File: config.mk
export PLATFORM = sky130hd
export DESIGN_NAME = lavm_queue
export DESIGN_NICKNAME = d
export VERILOG_FILES = /design/src/hdl/lavm_pkg.sv /design/src/hdl/lavm_queue.sv
export SDC_FILE = /design/constraint.sdc
export NUM_CORES = 1
export LEC_CHECK = 0
export CORE_AREA = 4 4 303 305
export CTS_CLUSTER_DIAMETER = 80
export DETAILED_ROUTE_END_ITERATION = 8
export DIE_AREA = 0 0 307 309
export DONT_BUFFER_PORTS = 1
export GPL_TIMING_DRIVEN = 0
export SLEW_MARGIN = 0
export SYNTH_ARGS = -nofsm -noshare
export SYNTH_HDL_FRONTEND = slang
export SYNTH_SLANG_ARGS = --single-unit
File: constraint.sdc
create_clock -name i_clk -period 42.3 [get_ports i_clk]
set_clock_uncertainty 0.1 [all_clocks]
set_input_delay 2.115 -clock i_clk [delete_from_list [all_inputs] [get_ports i_clk]]
set_output_delay 2.115 -clock i_clk [all_outputs]
set_load 0.01 [all_outputs]
File: src/hdl/lavm_pkg.sv
// shared types and constants for the look-at view matrix block
package lavm_pkg;

    localparam int FRAC_BITS_DEF = 16;
    localparam int QDEPTH        = 2;

    localparam logic signed [31:0] SAT_MAX = 32'sh7FFF_FFFF;
    localparam logic signed [31:0] SAT_MIN = 32'sh8000_0000;

    typedef struct packed {
        logic signed [31:0] eye_x;
        logic signed [31:0] eye_y;
        logic signed [31:0] eye_z;
        logic signed [31:0] target_x;
        logic signed [31:0] target_y;
        logic signed [31:0] target_z;
        logic signed [31:0] up_x;
        logic signed [31:0] up_y;
        logic signed [31:0] up_z;
    } t_in;

    typedef struct packed {
        logic [1:0]         row_index;
        logic signed [31:0] col0;
        logic signed [31:0] col1;
        logic signed [31:0] col2;
        logic signed [31:0] col3;
        logic               last_row;
        logic               degenerate;
    } t_out;

    // one queued job: the transaction plus the view direction
    typedef struct packed {
        t_in                item;
        logic signed [32:0] dx;
        logic signed [32:0] dy;
        logic signed [32:0] dz;
    } t_job;

    typedef struct packed {
        logic full;
        logic empty;
    } t_qstat;

endpackage

File: src/hdl/lavm_queue.sv
// short job queue between front end and back end
module lavm_queue
    import lavm_pkg::*;
(
    input  logic   i_clk,
    input  logic   i_rst_n,
    input  logic   i_push,
    input  t_job   i_job,
    input  logic   i_pop,
    output t_qstat o_qstat,
    output t_job   o_job
);

    localparam int PW = $clog2(QDEPTH);

    t_job          r_mem [QDEPTH];
    logic [PW-1:0] r_wp, r_rp;
    logic [PW:0]   r_cnt;

    assign o_qstat.full  = (r_cnt == (PW+1)'(QDEPTH));
    assign o_qstat.empty = (r_cnt == '0);
    assign o_job         = r_mem[r_rp];

    always_ff @(posedge i_clk) begin
        if (!i_rst_n) begin
            r_wp  <= '0;
            r_rp  <= '0;
            r_cnt <= '0;
        end else begin
            if (i_push) begin
                r_wp <= (r_wp == PW'(QDEPTH-1)) ? '0 : r_wp + 1'b1;
            end
            if (i_pop) begin
                r_rp <= (r_rp == PW'(QDEPTH-1)) ? '0 : r_rp + 1'b1;
            end
            if (i_push && !i_pop) begin
                r_cnt <= r_cnt + 1'b1;
            end else if (i_pop && !i_push) begin
                r_cnt <= r_cnt - 1'b1;
            end
        end
    end

    always_ff @(posedge i_clk) begin
        if (i_push) begin
            r_mem[r_wp] <= i_job;
        end
    end

endmodule

# == After elaboration in Yosys (flattened, before gate mapping) ==
# Memory sizes are Yosys's and may differ from the RTL's. A register that Yosys moved wholly into a read port is not among the register bits.
# Cells that the tools add are included.
# classes
add_sub_neg,4
mul,0
div,0
order_cmp,0
eq_ne,1
n_shift,0
muxes,8
bitwise_logic,0
n_reduce_logical,6
# ops
cell,count
1-bit two-way mux,6
2-bit two-way mux,2
"1-bit adder, second input constant",2
"2-bit by 1-bit adder with 2-bit output, second input constant",1
"2-bit equality test, second input constant",1
1-bit logical AND,2
1-bit zero test,2
2-bit zero test,1
2-bit nonzero test,1
"2-bit by 1-bit subtractor with 2-bit output, second input constant",1
# totals
reg_bits,4
latchBits,0
ramBits,774
mem_bits_ro,0
inputBits,391
output_inout_bits,389
mem_count,1
# mem_list
memory,depth,word_bits,read_ports,rd_ports_with_merged_regs,wr,line_no,rtl
r_mem,2,387,1,1,1,lavm_queue.sv:16,t_job r_mem [QDEPTH];

# == Longest topological paths before layout ==
# logic_depth
ltp_word,4
ltp_mapped,5

# == Least setup slack after synthesis ==
# OpenSTA, ideal clock, no wires.
# synth_path
path_kind,input -> register
startpoint,in i_push
endpoint,reg r_wp
setup_time_ns,0.138
arrival_time_ns,19.943
required_time_ns,42.062
path_slack_ns,22.119
cell_stages,2
path_buffers,0
path_cell_list,nor2b_1 > o21a_1
# synth_lines
item,line_no,rtl
"start, declared",lavm_queue.sv:7,"input logic i_push,"
"end signal, assigned",lavm_queue.sv:31,r_wp <= (r_wp == PW'(QDEPTH-1)) ? '0 : r_wp + 1'b1;
"end, declared",lavm_queue.sv:17,"logic [PW-1:0] r_wp, r_rp;"

==> reports/metrics.csv <==
metric,value,unit
cts-stage hold buffer count,0,
PD cells,52.0,mW/mm^2
Post-Syn Nets,1618,
initial antenna violation count,1,
Max Fclk,231,MHz
starting density of the core,33.1,%
Tot GR Track Use,12.6,%
row count,110,
per-cell routed wire length,24.7,um
Vias/cell,4.48,
core footprint,0.0893,sq mm
GPL Wtd Cong,0.759,
n_diodes,0,
drt total wl,63300,um
vias in the first global route,12400,
CP Launch Type,flop,
post-CTS setup buffers,0,
Clock Latency Late Sink,0.62,ns
Setup-failing EPs final,0,
setup TNS,0,ns
worst-case headroom to the max-slew limit,45.0,%
CTS Buf Count,82,
flop and latch count out of synthesis,779,
Yosys top cell area share,78.6,%
"top cells by area, synth","edfxtp_1, mux2_4, mux2_2, buf_6, buf_8",
"critical path fanouts, max",10,
"Seq/Total Area, Yosys",79.0,%
worst setup margin,37.98,ns
max cap viols,0,
WHS Path Cells,2,
H-Tree Depth,3,
Hold Path End,r_cnt[1],
min cycle time layout,4.32,ns
Hold Startpoint,r_cnt[1],
PostCTS Resize Cnt,0,
met3 WL post-DR,9330,um
placed insts,2421,
vias,11500,
status,completed,
Post-Synthesis Cell Area,0.0296,sq mm
CTS root buffer,clkbuf_16,
Iter 0 DRT Violations,534,
layout-stage area growth over the synthesis result,15.7,%
Max Used Layer,met5,
die area,0.0949,sq mm
final slew viol count,0,
R2R cell count,6,
DIE WIDTH,307,um
Pre-Repair DR Iteration Count,4,
yosys warns,0,
share of cells above drive strength 1,41.2,%
antenna-violating nets left,0,
post-route insts no fill,2569,
"setup slack, reg-to-reg",39.60,ns
clk buf depth,3,
Top-Level Pins,780,
WHS,0.410,ns
DRC Markers,0,
Mean Syn Cell Area,24.1,sq um
CTS clock-pin slew for the worst setup and hold paths,0.06,ns
pre-CTS worst setup slack,37.77,ns
CTS tree,yes,
Final nets,1721,
"commonest non-fill, non-tap cell in the layout",edfxtp_1,
IO buf count,0,
CTS sink cnt,779,
first-pass GRT wire length,86500,um
final period utilization,10.2,%
Critical Path RT,40.08,ns
RSZ-0062 raised after global routing,false,
Least-Margin Pin Slew,0.823,ns
Peak VDD IR,44.9,uV
Yosys cell types,18,
"area leader, netlist",edfxtp_1,
Die Y,309,um
WP data arrival,2.11,ns
Lkg Pwr,0.0118,uW
CP Class,flop to primary output,
Post-DP HPWL,47300,um
cell count after synthesis,1226,
largest net degree at the start of global routing,69,
Worst Setup End Kind,primary output,
Critical R2R Launch,r_wp,
"commonest non-fill, non-tap cells in the layout","edfxtp_1, mux2_4, clkbuf_16, mux2_2, buf_6",
Final Hold Fails,0,
met2 wire len,33700,um
Metal-1 WL,18800,um
global route total overflow,0,
reg2reg end,r_mem[0][254],
Hold Crit Class,flop to flop,
==> cells in the mapped netlist <==
cell type,count
buf_8,12
nor2b_1,3
dfxtp_1,5
ha_1,1
mux2_2,57
xor2_1,2
inv_1,1
a21boi_0,1
edfxtp_1,774
buf_2,5
o21ai_0,1
and2_1,4
o21a_1,1
mux2_4,330
buf_6,26
or3_1,1
xnor2_1,1
nor2_1,1
==> cells by family after synthesis <==
logic type                 share of synthesized area [%]
muxes                                               18.9
DFF                                                 79.0
xor gates and xnor gates                          0.0889
buffers and inverters                               1.70
AOI/OAI and AO/OA                                 0.0677
and+or+nand+nor                                    0.182
adders and majority gates                         0.0423
==> worst max-delay path: stages, from the launching register on <==
cell,delay (ns)
dfxtp_1,0.32
buf_6,0.20
buf_8,0.22
buf_6,0.28
mux2_4,0.41
==> worst max-delay path by stage <==
stage | endpoint | slack [ns]
after floorplan | r_wp | 22.12
after global placement | r_wp | 13.73
after detailed placement | r_mem[0][246] | 37.77
after CTS | o_job[130] | 37.78
after global routing | o_job[132] | 37.82
final | o_job[130] | 37.98
==> state kept, by name (all words and copies together), names as in the netlist, named ones only <==
signal	count
r_mem	774
r_cnt	2
r_rp	1
r_wp	1
==> power breakdown <==
part | internal [uW] | switching (uW)
Sequential | 894 | 8.98
Clock | 427 | 283
Combinational | 73.5 | 91.1
==> cell type report <==
class / instances / area (sq um)
sequential: 779 / 23300
inverter: 1 / 3.75
multi-input combinational: 403 / 5720
timing repair buffer: 19 / 433
clock inverter: 52 / 584
clock buffer: 96 / 2150
tap: 1176 / 1470
fill: 7894 / 55100
buffer: 43 / 498
==> per-stage QoR <==
step           area [sq um]  utilization [%]  total power (uW)
2_1_floorplan         29600                -              1060
3_3_place_gp          31000             34.7              1110
3_5_place_dp          31500             35.2              1090
4_1_cts               34200             38.3              1800
5_1_grt               34200             38.3              1850
6_report              34200             38.3              1780
==> layer usage <==
| layer | vias to the layer above | global-route usage [%] |
|---|---|---|
| met3 | 97 | 8.52 |
| met1 | 5717 | 11.0 |
| met2 | 571 | 23.2 |
| li1 | 5117 | - |
| met5 | - | 0 |
| met4 | 2 | 3.86 |
Power figures use the tool's default switching activity.
