## config.mk

```make
export PLATFORM = sky130hd
export DESIGN_NAME = lavm_front
export DESIGN_NICKNAME = d
export VERILOG_FILES = /design/src/hdl/lavm_pkg.sv /design/src/hdl/lavm_front.sv
export SDC_FILE = /design/constraint.sdc
export NUM_CORES = 1
export LEC_CHECK = 0
export ABC_AREA = 1
export BUFFER_PORTS_ARGS = -buffer_cell sky130_fd_sc_hd__buf_4
export CORE_AREA = 5 5 258 260
export DETAILED_ROUTE_END_ITERATION = 12
export DIE_AREA = 0 0 263 265
export GPL_TIMING_DRIVEN = 1
export REMOVE_ABC_BUFFERS = 1
export SLEW_MARGIN = 15
export SYNTH_ARGS = -nofsm -noshare
export SYNTH_HDL_FRONTEND = slang
export SYNTH_SLANG_ARGS = --single-unit
export TNS_END_PERCENT = 10
```

## constraint.sdc

```tcl
create_clock -name vclk -period 3.05
set_input_delay 0.1525 -clock vclk [all_inputs]
set_output_delay 0.1525 -clock vclk [all_outputs]
set_load 0.1 [all_outputs]
```

## src/hdl/lavm_pkg.sv

```systemverilog
// shared types and constants for the look-at view matrix block
package lavm_pkg;

    localparam int FRAC_BITS_DEF = 16;
    localparam int QDEPTH        = 2;

    localparam logic signed [31:0] SAT_MAX = 32'sh7FFF_FFFF;
    localparam logic signed [31:0] SAT_MIN = 32'sh8000_0000;

    typedef struct packed {
        logic signed [31:0] eye_x;
        logic signed [31:0] eye_y;
        logic signed [31:0] eye_z;
        logic signed [31:0] target_x;
        logic signed [31:0] target_y;
        logic signed [31:0] target_z;
        logic signed [31:0] up_x;
        logic signed [31:0] up_y;
        logic signed [31:0] up_z;
    } t_in;

    typedef struct packed {
        logic [1:0]         row_index;
        logic signed [31:0] col0;
        logic signed [31:0] col1;
        logic signed [31:0] col2;
        logic signed [31:0] col3;
        logic               last_row;
        logic               degenerate;
    } t_out;

    // one queued job: the transaction plus the view direction
    typedef struct packed {
        t_in                item;
        logic signed [32:0] dx;
        logic signed [32:0] dy;
        logic signed [32:0] dz;
    } t_job;

    typedef struct packed {
        logic full;
        logic empty;
    } t_qstat;

endpackage

```

## src/hdl/lavm_front.sv

```systemverilog
// front end: accepts a transaction and forms the view direction
module lavm_front
    import lavm_pkg::*;
(
    input  logic   start,
    input  t_in    i_item,
    input  t_qstat i_qstat,
    output logic   busy,
    output logic   o_push,
    output t_job   o_job
);

    assign busy   = i_qstat.full;
    assign o_push = start && !i_qstat.full;

    always_comb begin
        o_job.item = i_item;
        o_job.dx   = 33'(i_item.target_x) - 33'(i_item.eye_x);
        o_job.dy   = 33'(i_item.target_y) - 33'(i_item.eye_y);
        o_job.dz   = 33'(i_item.target_z) - 33'(i_item.eye_z);
    end

endmodule

```

======== After elaboration in Yosys (flattened, before gate mapping) ========
Cells that the tools add are included.
cells by class
  $add $sub $neg .......................... 3
  reductions and logical operators ........ 2
operators by type and width
  kind               count
  $sub 32x32->33     3
  $logic_and 1x1->1  1
  $logic_not 1->1    1
word-level totals
  register bits after elaboration ......... 0
  bits of input ports ..................... 291
  output and inout port bits .............. 389

======== Depth between registers and ports, before layout ========
Gate-level depths: netlist of run 1.
  word-level depth ........................ 2
  depth in mapped cells ................... 14

======== Worst setup path after synthesis of run 1 ========
OpenSTA, ideal clock, no wires.
  path kind ............................... input to output
  start ................................... input port i_item[96] in the netlist's numbering
  end ..................................... output port o_job[16] in the netlist's numbering
  data arrival time ....................... 2.715 ns
  path slack .............................. 0.183 ns
  cell stages on the path ................. 11
  cell sequence ........................... inv_1 > ha_1 > fa_1 > inv_1 > nand2_1 > nand2_1 > nand3_1 > nand2_1 > nand2_1 > nand2_2 > xor2_1
RTL lines
  item                RTL line          RTL
  start: declaration  lavm_front.sv:6   input t_in i_item,
  end: declaration    lavm_front.sv:10  output t_job o_job

==> results.py, run 1 <==
metrics = {
    "routing": {
        "drc_errors": 0,
        "drt-vias-per-instance": 3.818,
        "routed_wl_um": 57470,
        "antenna_left": 0,
        "vias": 11520,
        "wl_per_cell_um": 19.04,
        "firstDrtPassIters": 5,
        "drtIter0Drc": 635,
    },
    "clocking": {
        "postCtsSetupBuffers": 0,
        "hold_buffers": 0,
        "ctsResizeCount": 0,
    },
    "sta": {
        "rsz0062_at_grt": "false",
        "layout_min_cycle_time_ps": 2464,
        "worst_pin_slew_ps": 432.6,
        "final_hold_viol_count": 0,
        "fin_tns_setup_ps": 0,
        "hold_ws_ps": 305.7,
        "fmax_ghz": 0.4058,
        "relSlewSlack_pct": 71.06,
        "fin_crit_sh_pct": 80.80,
        "setup_viol": 0,
        "drv_slew": 0,
    },
    "yosys": {
        "synth_cells": 1966,
        "ys_seq_area_share_pct": 0,
        "syn_area_um2": 9897,
        "synth_area_per_cell_um2": 5.034,
        "synth_area_leaders": "nand2_1 28%, buf_4 22%, inv_1 18%",
        "yosys.cell_types.count": 20,
        "ys_warn_count": 0,
        "synth_top_area_cell": "nand2_1",
        "netlist.area_leader.share_pct": 28.37,
    },
    "pwr": {
        "p_int_w": 0.001145,
        "switching_share_pct": 79.14,
        "power_frac_clock_pct": 0,
        "p_seq_share_pct": 0,
        "pwr_density_cell_nw_per_um2": 441.2,
        "power_frac_comb_pct": 100.0,
        "leakage_nw": 8.404,
        "p_total_w": 0.005491,
        "p_switching_w": 0.004345,
        "peakVddDrop_v": 0.0002755,
    },
    "worst_setup_path": {
        "worstSetupPathType": "in -> out",
        "path_max_fanout": 3,
        "start_kind": "input pin",
        "cp.arrival_ps": 2310,
        "required_ps": 2900,
        "cp-end-kind": "output pin",
    },
    "die": {
        "initial_core_util_pct": 15.49,
        "dieArea_um2": 69700,
        "die_x_um": 263,
        "ios": 680,
        "rows": 93,
        "die_y_um": 265,
        "core_um2": 63880,
    },
    "placed_design": {
        "io_buffers": 487,
        "dp_hpwl_um": 52410,
        "place_congestion": 0.9246,
    },
    "hold_path": {
        "hold_depth": 0,
        "min_to": "o_job[113]",
        "hold_path.class": "in -> out",
        "worstHoldStart": "i_item[14]",
    },
    "layout": {
        "fin_nets": 2555,
        "design.seq.count": 0,
        "clock_buffers": 0,
        "antenna_cells": 0,
        "drive_above_1_share_pct": 23.53,
        "syn_to_final_growth_pct": 25.75,
        "seqCellArea_um2": 0,
    },
    "global_route": {
        "grt_use_total_pct": 15.27,
        "grt_max_degree": 8,
        "grt_pass1_wl_um": 78840,
        "gr-total-overflow": 0,
        "antenna_found_initial": 0,
        "grt_pass1_vias": 11290,
    },
    "run_status": {
        "status": "finished clean",
    },
    "job": {
        "cap_violations": 0,
    },
}
==> how the worst max path moves through the flow <==
stage	start	to	slack (ps)	cells past startpoint
final	i_item[96]	o_job[32]	590	16
after global routing	i_item[96]	o_job[28]	480	16
after CTS	i_item[96]	o_job[28]	600	16
after detailed placement	i_item[96]	o_job[28]	610	16
after global placement	i_item[96]	o_job[28]	610	16
after floorplan	i_item[96]	o_job[16]	180	11
==> worst max-delay path: stages <==
cell and delay, ps:
buf_4 80, inv_1 30, ha_1 210, fa_1 430
inv_1 120, nand2_1 60, nand2_1 80, nand3_1 80
nand2_1 160, nand2_1 100, nand2_2 140, nand2_1 80
nand2_1 60, nand2_1 40, nand2_1 150, buf_4 320
==> layout make-up <==
| cell class | instances | area [um2] |
|---|---|---|
| Timing Repair Buffer | 487 | 3656 |
| Multi-Input combinational cell | 1199 | 5929 |
| Inverter | 477 | 1790 |
| Fill cell | 7527 | 51440 |
| Tap cell | 855 | 1070 |
==> power groups by stage <==
stage / Sequential, W / Combinational [W] / Clock (W)
2_1_floorplan: 0 / 0.00308 / 0
4_1_cts: 0 / 0.00552 / 0
3_5_place_dp: 0 / 0.00551 / 0
5_1_grt: 0 / 0.00578 / 0
6_report: 0 / 0.00549 / 0
3_3_place_gp: 0 / 0.00551 / 0
==> stage by stage <==
stage                     util (%)  instances  worst slack (ps)  cell area, um2
after floorplan                  -       1676             182.8            7720
after global placement       19.48       3018             606.9           12450
after detailed placement     19.48       3018             614.5           12450
after CTS                    19.48       3018             603.8           12450
after global routing         19.48       3018             476.8           12450
final                        19.48       3018             585.5           12450
==> cells in the mapped netlist, types with 4 or more instances <==
cell type	count
a21oi_1	60
and2_1	6
buf_4	290
ha_1	96
inv_1	477
nand2_1	748
nand2_2	16
nand3_1	67
nand3_2	4
nand4_1	12
nor2_1	125
nor3_1	6
xnor2_1	6
xor2_1	39
==> logic make-up after synthesis <==
kind of cell    after synthesis  synth area share, %
fa+ha+maj                    99                12.74
xor+xnor                     45                3.982
simple gates                988                39.61
buf+inv                     767                40.09
compound gates               67                3.578
==> per-layer routing <==
layer | global-route usage (%) | vias up | routed length [um]
li1 | - | 5840 | -
met1 | 17.14 | 4973 | 22820
met2 | 21.78 | 652 | 22000
met3 | 13.62 | 47 | 11090
met4 | 1.940 | 10 | 966
met5 | 6.081 | - | 595
==> layout by cell type (no fill, tap or decap), types with 3 or more instances in the layout <==
master and n:
nand2_1 748, and2_1 6, ha_1 96, nor3_1 6
a21oi_1 60, fa_1 3, buf_4 487, nand3_1 67
or2_1 3, a21o_1 3, nand3_2 4, xor2_1 39
nor2_1 125, nand4_1 12, nand2_2 16, xnor2_1 6
o21bai_1 3, inv_1 477
No activity file was read; power rests on OpenSTA's default activity.
==> run 2: changes to the inputs <==
CORE_AREA = 5 5 262 264   (was 5 5 258 260)
DIE_AREA = 0 0 267 269   (was 0 0 263 265)
clock period = 2.4 ns   (was 3.05 ns; I/O delays follow)
==> run 2 against run 1 <==
Sequential cell count did not move. Die area rose by 3.1%. Total power rose by 29%. Design area rose by 1.1%. Core utilization fell by 0.51 points. Count of clock-buffer cells in the layout did not move. Via count rose by 0.29%. Sequential share of layout area did not move. First-iteration DRC count rose by 2.7%. Non-clock buffer count rose by 4. Global-route usage barely moved. Routed wire length rose by 3.1%.
==> results.py, run 2 (synthesis gave the netlist of run 1 again) <==
metrics = {
    "routing": {
        "drc_errors": 0,
        "routed_wl_um": 59250,
        "wl_per_cell_um": 19.48,
        "vias": 11560,
        "drtIter0Drc": 652,
        "route.met2.wl_um": 23350,
        "drt-vias-per-instance": 3.800,
        "wl_met3_um": 11670,
        "maxUsedRoutingLayer": "met5",
        "antenna_left": 0,
        "firstDrtPassIters": 5,
        "wl_met1_um": 23120,
    },
    "sta": {
        "rsz0062_at_grt": "false",
        "worst_pin_slew_ps": 452.1,
        "drv_slew": 0,
        "fin_crit_sh_pct": 94.65,
        "setup_ws_ps": 128.4,
        "relSlewSlack_pct": 69.76,
        "final_hold_viol_count": 0,
        "layout_min_cycle_time_ps": 2272,
        "setup_viol": 0,
        "hold_ws_ps": 240.2,
        "fmax_ghz": 0.4402,
    },
    "die": {
        "ios": 680,
        "die_x_um": 267,
        "initial_core_util_pct": 14.92,
        "core_um2": 66330,
        "die_y_um": 269,
        "rows": 95,
        "dieArea_um2": 71820,
    },
    "worst_setup_path": {
        "worstSetupPathType": "in -> out",
        "cp-end-kind": "output pin",
        "required_ps": 2280,
        "start_kind": "input pin",
        "path_max_fanout": 3,
        "cp.arrival_ps": 2150,
    },
    "run_status": {
        "status": "finished clean",
    },
    "placed_design": {
        "place_ws_ps": 41.99,
        "dp_hpwl_um": 54170,
        "io_buffers": 487,
        "place_congestion": 0.9464,
    },
    "job": {
        "cap_violations": 0,
    },
    "layout": {
        "seqCellArea_um2": 0,
        "fillers": 7871,
        "multi_input_area_um2": 5944,
        "drive_above_1_share_pct": 23.86,
        "fin_nets": 2559,
        "design.seq.count": 0,
        "clock_buffers": 0,
        "mostFrequentLayoutCells": "747 x nand2_1, 481 x buf_4, 477 x inv_1",
        "syn_to_final_growth_pct": 27.14,
        "layout_commonest_cell": "nand2_1",
    },
    "hold_path": {
        "hold_path.class": "in -> out",
    },
    "global_route": {
        "gr-total-overflow": 0,
        "grt_pass1_vias": 10830,
        "grt_use_total_pct": 15.26,
        "grt_pass1_wl_um": 78870,
        "antenna_found_initial": 2,
        "grt_max_degree": 8,
    },
    "pwr": {
        "pwr_density_cell_nw_per_um2": 560.9,
        "p_total_w": 0.007058,
        "peakVddDrop_v": 0.0003032,
        "leakage_nw": 8.445,
    },
    "clocking": {
        "postCtsSetupBuffers": 0,
    },
}
==> run 2: critical path, cell delays in order <==
cell and delay [ps]:
buf_4 90, inv_1 40, ha_1 220, fa_2 380, inv_1 110, nand2_1 60
nand2_1 80, nand3_1 70, nand2_1 150, nand2_1 80, nand2_2 110, xor2_1 350
buf_6 290
==> run 2: path summary, 6_finish.rpt <==
check	from	endpoint	cells past startpoint
min	i_item[20]	o_job[119]	0
max	i_item[96]	o_job[12]	13
==> run 2: per-stage QoR <==
stage	std cells	setup TNS, ps	util [%]	cell area [um2]
final	3041	0	18.97	12580
after floorplan	1676	-7583	-	7720
after detailed placement	3040	0	18.84	12500
after global placement	3040	0	18.84	12500
after global routing	3041	0	18.97	12580
after CTS	3040	0	18.84	12500
==> run 2: routing by layer <==
layer	GRT usage, %	vias to the layer above
met5	6.658	-
met4	0.9413	12
met3	13.46	26
met2	22.21	671
met1	17.20	5017
li1	-	5829
==> run 2: area by class of cell <==
cell class	instances	area share [%]
multi-input combinational	1199	47.24
antenna	1	0.01989
tap	873	8.681
inverter	477	14.23
timing repair buffer	491	29.83
==> run 2: power by group <==
group / internal, W / switching [W]
Sequential: 0 / 0
Combinational: 0.00152 / 0.00554
Clock: 0.0000000000562 / 0
Total: 0.00152 / 0.00554
==> run 2: what timing repair did <==
| action | CTS | global route |
|---|---|---|
| setup endpoints to repair | 0 | 10 |
| hold buffers | 0 | 0 |
| resized for setup | 0 | 21 |
